[src/sv/dss_pkg.sv]
`timescale 1ns / 1ps

package dss_pkg;

    localparam int TIME_BITS = 16;
    localparam int FRAC_BITS = 16;
    localparam int MS_PER_S = 1000;
    localparam int COEF_SCALE = 16;
    localparam int DT_MAX_MS = 40;
    localparam int DT_W = $clog2(DT_MAX_MS + 1);

    localparam int POS_W = 32;
    localparam int K_W = 14;
    localparam int C_W = 10;
    localparam int CFG_IDX_W = 3;
    localparam int CFG_DATA_W = 32;

    localparam int DIFF_W = POS_W + 1;
    localparam int MUL_A_W = 48;
    localparam int MUL_B_W = K_W + 1;
    localparam int MUL_P_W = MUL_A_W + MUL_B_W;
    localparam int ACC_W = MUL_A_W;

    localparam int DEN_VEL = MS_PER_S * COEF_SCALE;
    localparam int DEN_POS = MS_PER_S;
    localparam int NUM_W = 54;
    localparam int UPD_W = NUM_W + 2;

    // Both divisors are 125 shifted left, by 7 for 16000 and by 3 for 1000.
    localparam int DIV_ODD = 125;
    localparam int SHIFT_VEL = 7;
    localparam int SHIFT_POS = 3;
    localparam int DIG_W = 17;
    localparam int DIGITS = 3;
    localparam int SHN_W = DIG_W * DIGITS;
    localparam int REM_W = 7;
    localparam int PART_W = REM_W + DIG_W;
    localparam int PROD_W = 2 * PART_W;
    localparam int RECIP_SHIFT = 30;
    localparam int RECIP = (1 << RECIP_SHIFT) / DIV_ODD + 1;
    localparam int CNT_W = $clog2(DIGITS);

    localparam logic [NUM_W-1:0] HALF_VEL = NUM_W'(DEN_VEL / 2);
    localparam logic [NUM_W-1:0] HALF_POS = NUM_W'(DEN_POS / 2);
    localparam int SETTLE_MAX = ((1 << FRAC_BITS) - 1) / MS_PER_S;

    localparam logic [CFG_IDX_W-1:0] CFG_STIFFNESS = 3'd0;
    localparam logic [CFG_IDX_W-1:0] CFG_DAMPING = 3'd1;
    localparam logic [CFG_IDX_W-1:0] CFG_START_POS = 3'd2;
    localparam logic [CFG_IDX_W-1:0] CFG_TARGET_POS = 3'd3;
    localparam logic [CFG_IDX_W-1:0] CFG_REDUCED = 3'd4;

    localparam logic CMD_START = 1'b0;
    localparam logic CMD_TICK = 1'b1;

    typedef enum logic [3:0] {
        ST_IDLE,
        ST_MUL_K,
        ST_MUL_C,
        ST_MUL_F,
        ST_DIV_V,
        ST_MUL_P,
        ST_DIV_P,
        ST_POS,
        ST_EMIT
    } state_t;

    typedef struct packed {
        logic             start;
        logic             pos_phase;
        logic [NUM_W-1:0] num;
    } div_req_t;

    typedef struct packed {
        logic             done;
        logic [NUM_W-1:0] quo;
    } div_rsp_t;

endpackage

[src/sv/dss_div.sv]
`timescale 1ns / 1ps

// Division by 16000 or by 1000. A shift removes the power of two, then the
// odd factor 125 is divided out one 17-bit digit per cycle by reciprocal
// multiplication, and a registered done flag marks the ready quotient.
module dss_div
(
    input  logic              clk,
    input  logic              rst_n,
    input  dss_pkg::div_req_t req,
    output dss_pkg::div_rsp_t rsp
);

    logic                              busy_reg, busy_next;
    logic                              done_reg, done_next;
    logic [dss_pkg::CNT_W-1:0]         cnt_reg, cnt_next;
    logic [dss_pkg::REM_W-1:0]         rem_reg, rem_next;
    logic [dss_pkg::SHN_W-1:0]         quo_reg, quo_next;
    logic [dss_pkg::PART_W-1:0]        part;
    logic [dss_pkg::PROD_W-1:0]        recip_prod;
    logic [dss_pkg::DIG_W-1:0]         digit_quo;
    logic [dss_pkg::REM_W-1:0]         digit_rem;

    assign part = {rem_reg, quo_reg[dss_pkg::SHN_W-1 -: dss_pkg::DIG_W]};
    assign recip_prod = dss_pkg::PROD_W'(part) * dss_pkg::PROD_W'(dss_pkg::RECIP);
    assign digit_quo = recip_prod[dss_pkg::RECIP_SHIFT +: dss_pkg::DIG_W];
    assign digit_rem = part[dss_pkg::REM_W-1:0]
                     - dss_pkg::REM_W'(dss_pkg::PART_W'(digit_quo)
                                       * dss_pkg::PART_W'(dss_pkg::DIV_ODD));

    always_comb
    begin
        busy_next = busy_reg;
        done_next = 1'b0;
        cnt_next = cnt_reg;
        rem_next = rem_reg;
        quo_next = quo_reg;
        if (req.start)
        begin
            busy_next = 1'b1;
            cnt_next = dss_pkg::CNT_W'(dss_pkg::DIGITS - 1);
            rem_next = '0;
            quo_next = req.pos_phase ? dss_pkg::SHN_W'(req.num >> dss_pkg::SHIFT_POS)
                                     : dss_pkg::SHN_W'(req.num >> dss_pkg::SHIFT_VEL);
        end
        else if (busy_reg)
        begin
            rem_next = digit_rem;
            quo_next = {quo_reg[dss_pkg::SHN_W-dss_pkg::DIG_W-1:0], digit_quo};
            cnt_next = cnt_reg - 1'b1;
            if (cnt_reg == '0)
            begin
                busy_next = 1'b0;
                done_next = 1'b1;
            end
        end
    end

    always_ff @(posedge clk or negedge rst_n)
    begin
        if (!rst_n)
        begin
            busy_reg <= 1'b0;
            done_reg <= 1'b0;
            cnt_reg <= '0;
        end
        else
        begin
            busy_reg <= busy_next;
            done_reg <= done_next;
            cnt_reg <= cnt_next;
        end
    end

    always_ff @(posedge clk)
    begin
        rem_reg <= rem_next;
        quo_reg <= quo_next;
    end

    assign rsp.done = done_reg;
    assign rsp.quo = dss_pkg::NUM_W'(quo_reg);

endmodule
[config.mk]
export PLATFORM = sky130hd
export DESIGN_NAME = dss_div
export DESIGN_NICKNAME = d
export VERILOG_FILES = /design/src/sv/dss_pkg.sv /design/src/sv/dss_div.sv
export SDC_FILE = /design/constraint.sdc
export NUM_CORES = 1
export LEC_CHECK = 0
export ABC_AREA = 0
export BUFFER_PORTS_ARGS = -buffer_cell sky130_fd_sc_hd__buf_2
export CAP_MARGIN = 40
export CORE_MARGIN = 3
export CORE_UTILIZATION = 45
export CTS_CLUSTER_SIZE = 24
export DETAILED_ROUTE_END_ITERATION = 10
export PLACE_DENSITY = 0.61
export SLEW_MARGIN = 5
export SYNTH_ARGS = -nofsm -noshare
export SYNTH_HDL_FRONTEND = slang
export SYNTH_SLANG_ARGS = --single-unit
[constraint.sdc]
create_clock -name clk -period 28.5 [get_ports clk]
set_clock_uncertainty 0.15 [all_clocks]
set_input_delay 5.7 -clock clk [delete_from_list [all_inputs] [get_ports clk]]
set_output_delay 5.7 -clock clk [all_outputs]
set_load 0.05 [all_outputs]
==> flow_metrics.py <==
metrics = {
    "run": {
        "max-cap-violations": 0,
    },
    "final_layout": {
        "drive_gt1_share_pct": 12.1,
        "stdcell_area_um2": 14200,
        "seq_area_um2": 1770,
        "multi_input_area_um2": 9550,
        "utilization_pct": 50.8,
        "area_delta_synth_final_pct": 10.3,
        "layout.nets": 1925,
        "antenna_cells": 0,
        "largest_register_ffs": 51,
        "fill_cells": 2678,
    },
    "routing": {
        "drc": 0,
        "drtAntennaViolNets": 0,
        "vias": 8903,
        "first_pass_iters": 5,
        "vias_per_cell": 4.95,
        "wire_per_inst_um": 16.6,
        "wirelength_mm": 29.8,
        "drt_iter0_drc": 329,
    },
    "synth": {
        "synth_top_area_cell": "fa_1",
        "synth_edf_count": 51,
        "synth_flop_cell": "edfxtp_1",
        "syn_avg_cell_area_um2": 9.92,
        "ys_ff_latch": 62,
        "synth_commonest_cells": "392 x inv_1, 271 x ha_1, 182 x fa_1",
        "synth_seq_area_share_pct": 13.7,
        "async_flop_share_pct": 6.45,
        "synth_area_leaders": "fa_1 28%, ha_1 26%, edfxtp_1 12%",
        "synth_warnings": 0,
        "synth_top_area_share_pct": 28.3,
        "yosysMostFrequentCell": "inv_1",
        "synthCells": 1299,
        "syn_area_um2": 12900,
        "synth.distinct_cells": 72,
    },
    "timing": {
        "final-setup-viol-count": 0,
        "finalSetupTns_ns": 0,
        "rsz0062_at_grt": "no",
        "max_freq_mhz": 100,
        "tightest_slew_ns": 0.897,
        "drv_slew": 0,
        "relSlewSlack_pct": 40.2,
        "hold_violations": 0,
        "min_period_ns": 10.00,
        "min_period_over_period_pct": 35.1,
    },
    "clocking": {
        "clock_latency_ns": 0.33,
        "ctsResizeCount": 0,
        "holdBufCountCts": 0,
        "cts_tree": "yes",
        "cts.sinks": 62,
        "path_clk_slew_ns": 0.07,
        "htreeDepth": 3,
        "clockBufferDepth": 2,
        "post-cts-setup-buffers": 0,
        "cts_inserted_buffers": 9,
        "cts_root_buffer": "clkbuf_16",
    },
    "worst_setup_path": {
        "worst_ep_required_time_ns": 28.53,
        "critical_path.max_fanout": 12,
        "r2r-start": "quo_reg[50]",
        "start_kind": "register",
        "startpoint": "quo_reg[50]",
        "cp_data_arrival_time_ns": 10.04,
        "cp_common_cell": "inv_1",
        "max_stage_delay_ns": 0.76,
        "cp-end-kind": "register",
        "crit_path_top_delay_cell": "edfxtp_1",
        "crit_type": "register to register",
    },
    "global_route": {
        "antenna_found_initial": 1,
        "grt_pass1_wl_mm": 49.1,
        "overflow": 0,
        "grt_use_total_pct": 20.4,
        "grt_start_max_net_pins": 91,
        "grt_pass1_vias": 9425,
    },
    "floorplanning": {
        "die_width_um": 175,
        "ios": 113,
        "num_rows": 61,
        "initial_core_util_pct": 46.0,
        "die-height_um": 175,
        "core-area_um2": 28000,
        "dieArea_um2": 30700,
    },
    "place": {
        "portBuffers": 106,
        "dpl_cell_area_um2": 13900,
        "hpwlAfterDp_mm": 24.2,
        "gp_congestion": 0.852,
    },
    "hold_path": {
        "min_from": "cnt_reg[1]",
        "hold_path.class": "register to register",
    },
    "status": {
        "status": "completed",
    },
}
==> final cells by class <==
cell class | count | area share (%)
clock buffers | 9 | 1.58
inverters | 392 | 10.3
multi-input cells | 822 | 67.1
repair buffers | 127 | 4.83
well taps | 378 | 3.33
clock inverters | 7 | 0.334
flip-flops and latches | 62 | 12.5
==> per-stage QoR <==
stage | instances | hold slack [ns] | setup WS (ns)
4_1_cts | 1797 | 0.374 | 18.40
5_1_grt | 1797 | 0.406 | 17.94
3_3_place_gp | 1780 | 0.340 | 18.36
6_report | 1797 | 0.372 | 18.50
2_1_floorplan | 1301 | 0.322 | 19.22
3_5_place_dp | 1781 | 0.354 | 18.43
==> final timing paths <==
check                                  end  slack, ns  cells past startpoint
min in group asynchronous         done_reg       5.00                      1
worst max-delay path            rem_reg[6]      18.50                     36
worst min-delay path            cnt_reg[1]       0.37                      2
worst max register to register  rem_reg[6]      18.50                     36
worst min register to register  cnt_reg[1]       0.37                      2
max in group asynchronous       cnt_reg[0]      23.09                      1
==> cell families after synthesis <==
kind of cell               synth area share [%]
AOI/OAI and AO/OA                          7.63
DFF                                        13.7
xor gates and xnor gates                   2.10
buffers and inverters                      12.3
other                                    0.0291
and+or+nand+nor                            5.89
adders and majority gates                  54.6
muxes                                      3.78
==> layer usage <==
layer	global-route usage, %	routed length, um
met1	27.4	13400
met2	35.3	14700
met3	2.80	1130
met4	4.09	553
met5	0	0
==> worst max-delay path: cells and delay by family, from the launching register on <==
kind / cells / cell delay (ns)
flip-flops: 1 / 0.76
adder cells (fa/ha/maj): 13 / 5.61
buffers and inverters: 10 / 0.52
AO/OA/AOI/OAI: 7 / 1.25
XOR/XNOR: 4 / 0.85
AND/OR/NAND/NOR: 2 / 0.71
==> placed cells by master, fill, tap and decap left out, drive strengths merged, types with 4 or more instances in the layout <==
cell	n
edfxtp	51
clkinv	4
ha	271
o21bai	7
nor2	61
mux2i	43
inv	394
nand2b	4
nand2	15
o31ai	4
dfxtp	7
buf	127
nand3	14
nor3	12
mux2	5
a21oi	62
or3	8
o21ai	23
xnor2	25
nand4	6
a211oi	8
a21o	11
dfrtp	4
clkbuf	9
o211ai	8
fa	182
xor2	5
o21a	4
Power is not shown: default switching activity piles up to over one toggle a cycle in this logic, so the estimate is an artifact.
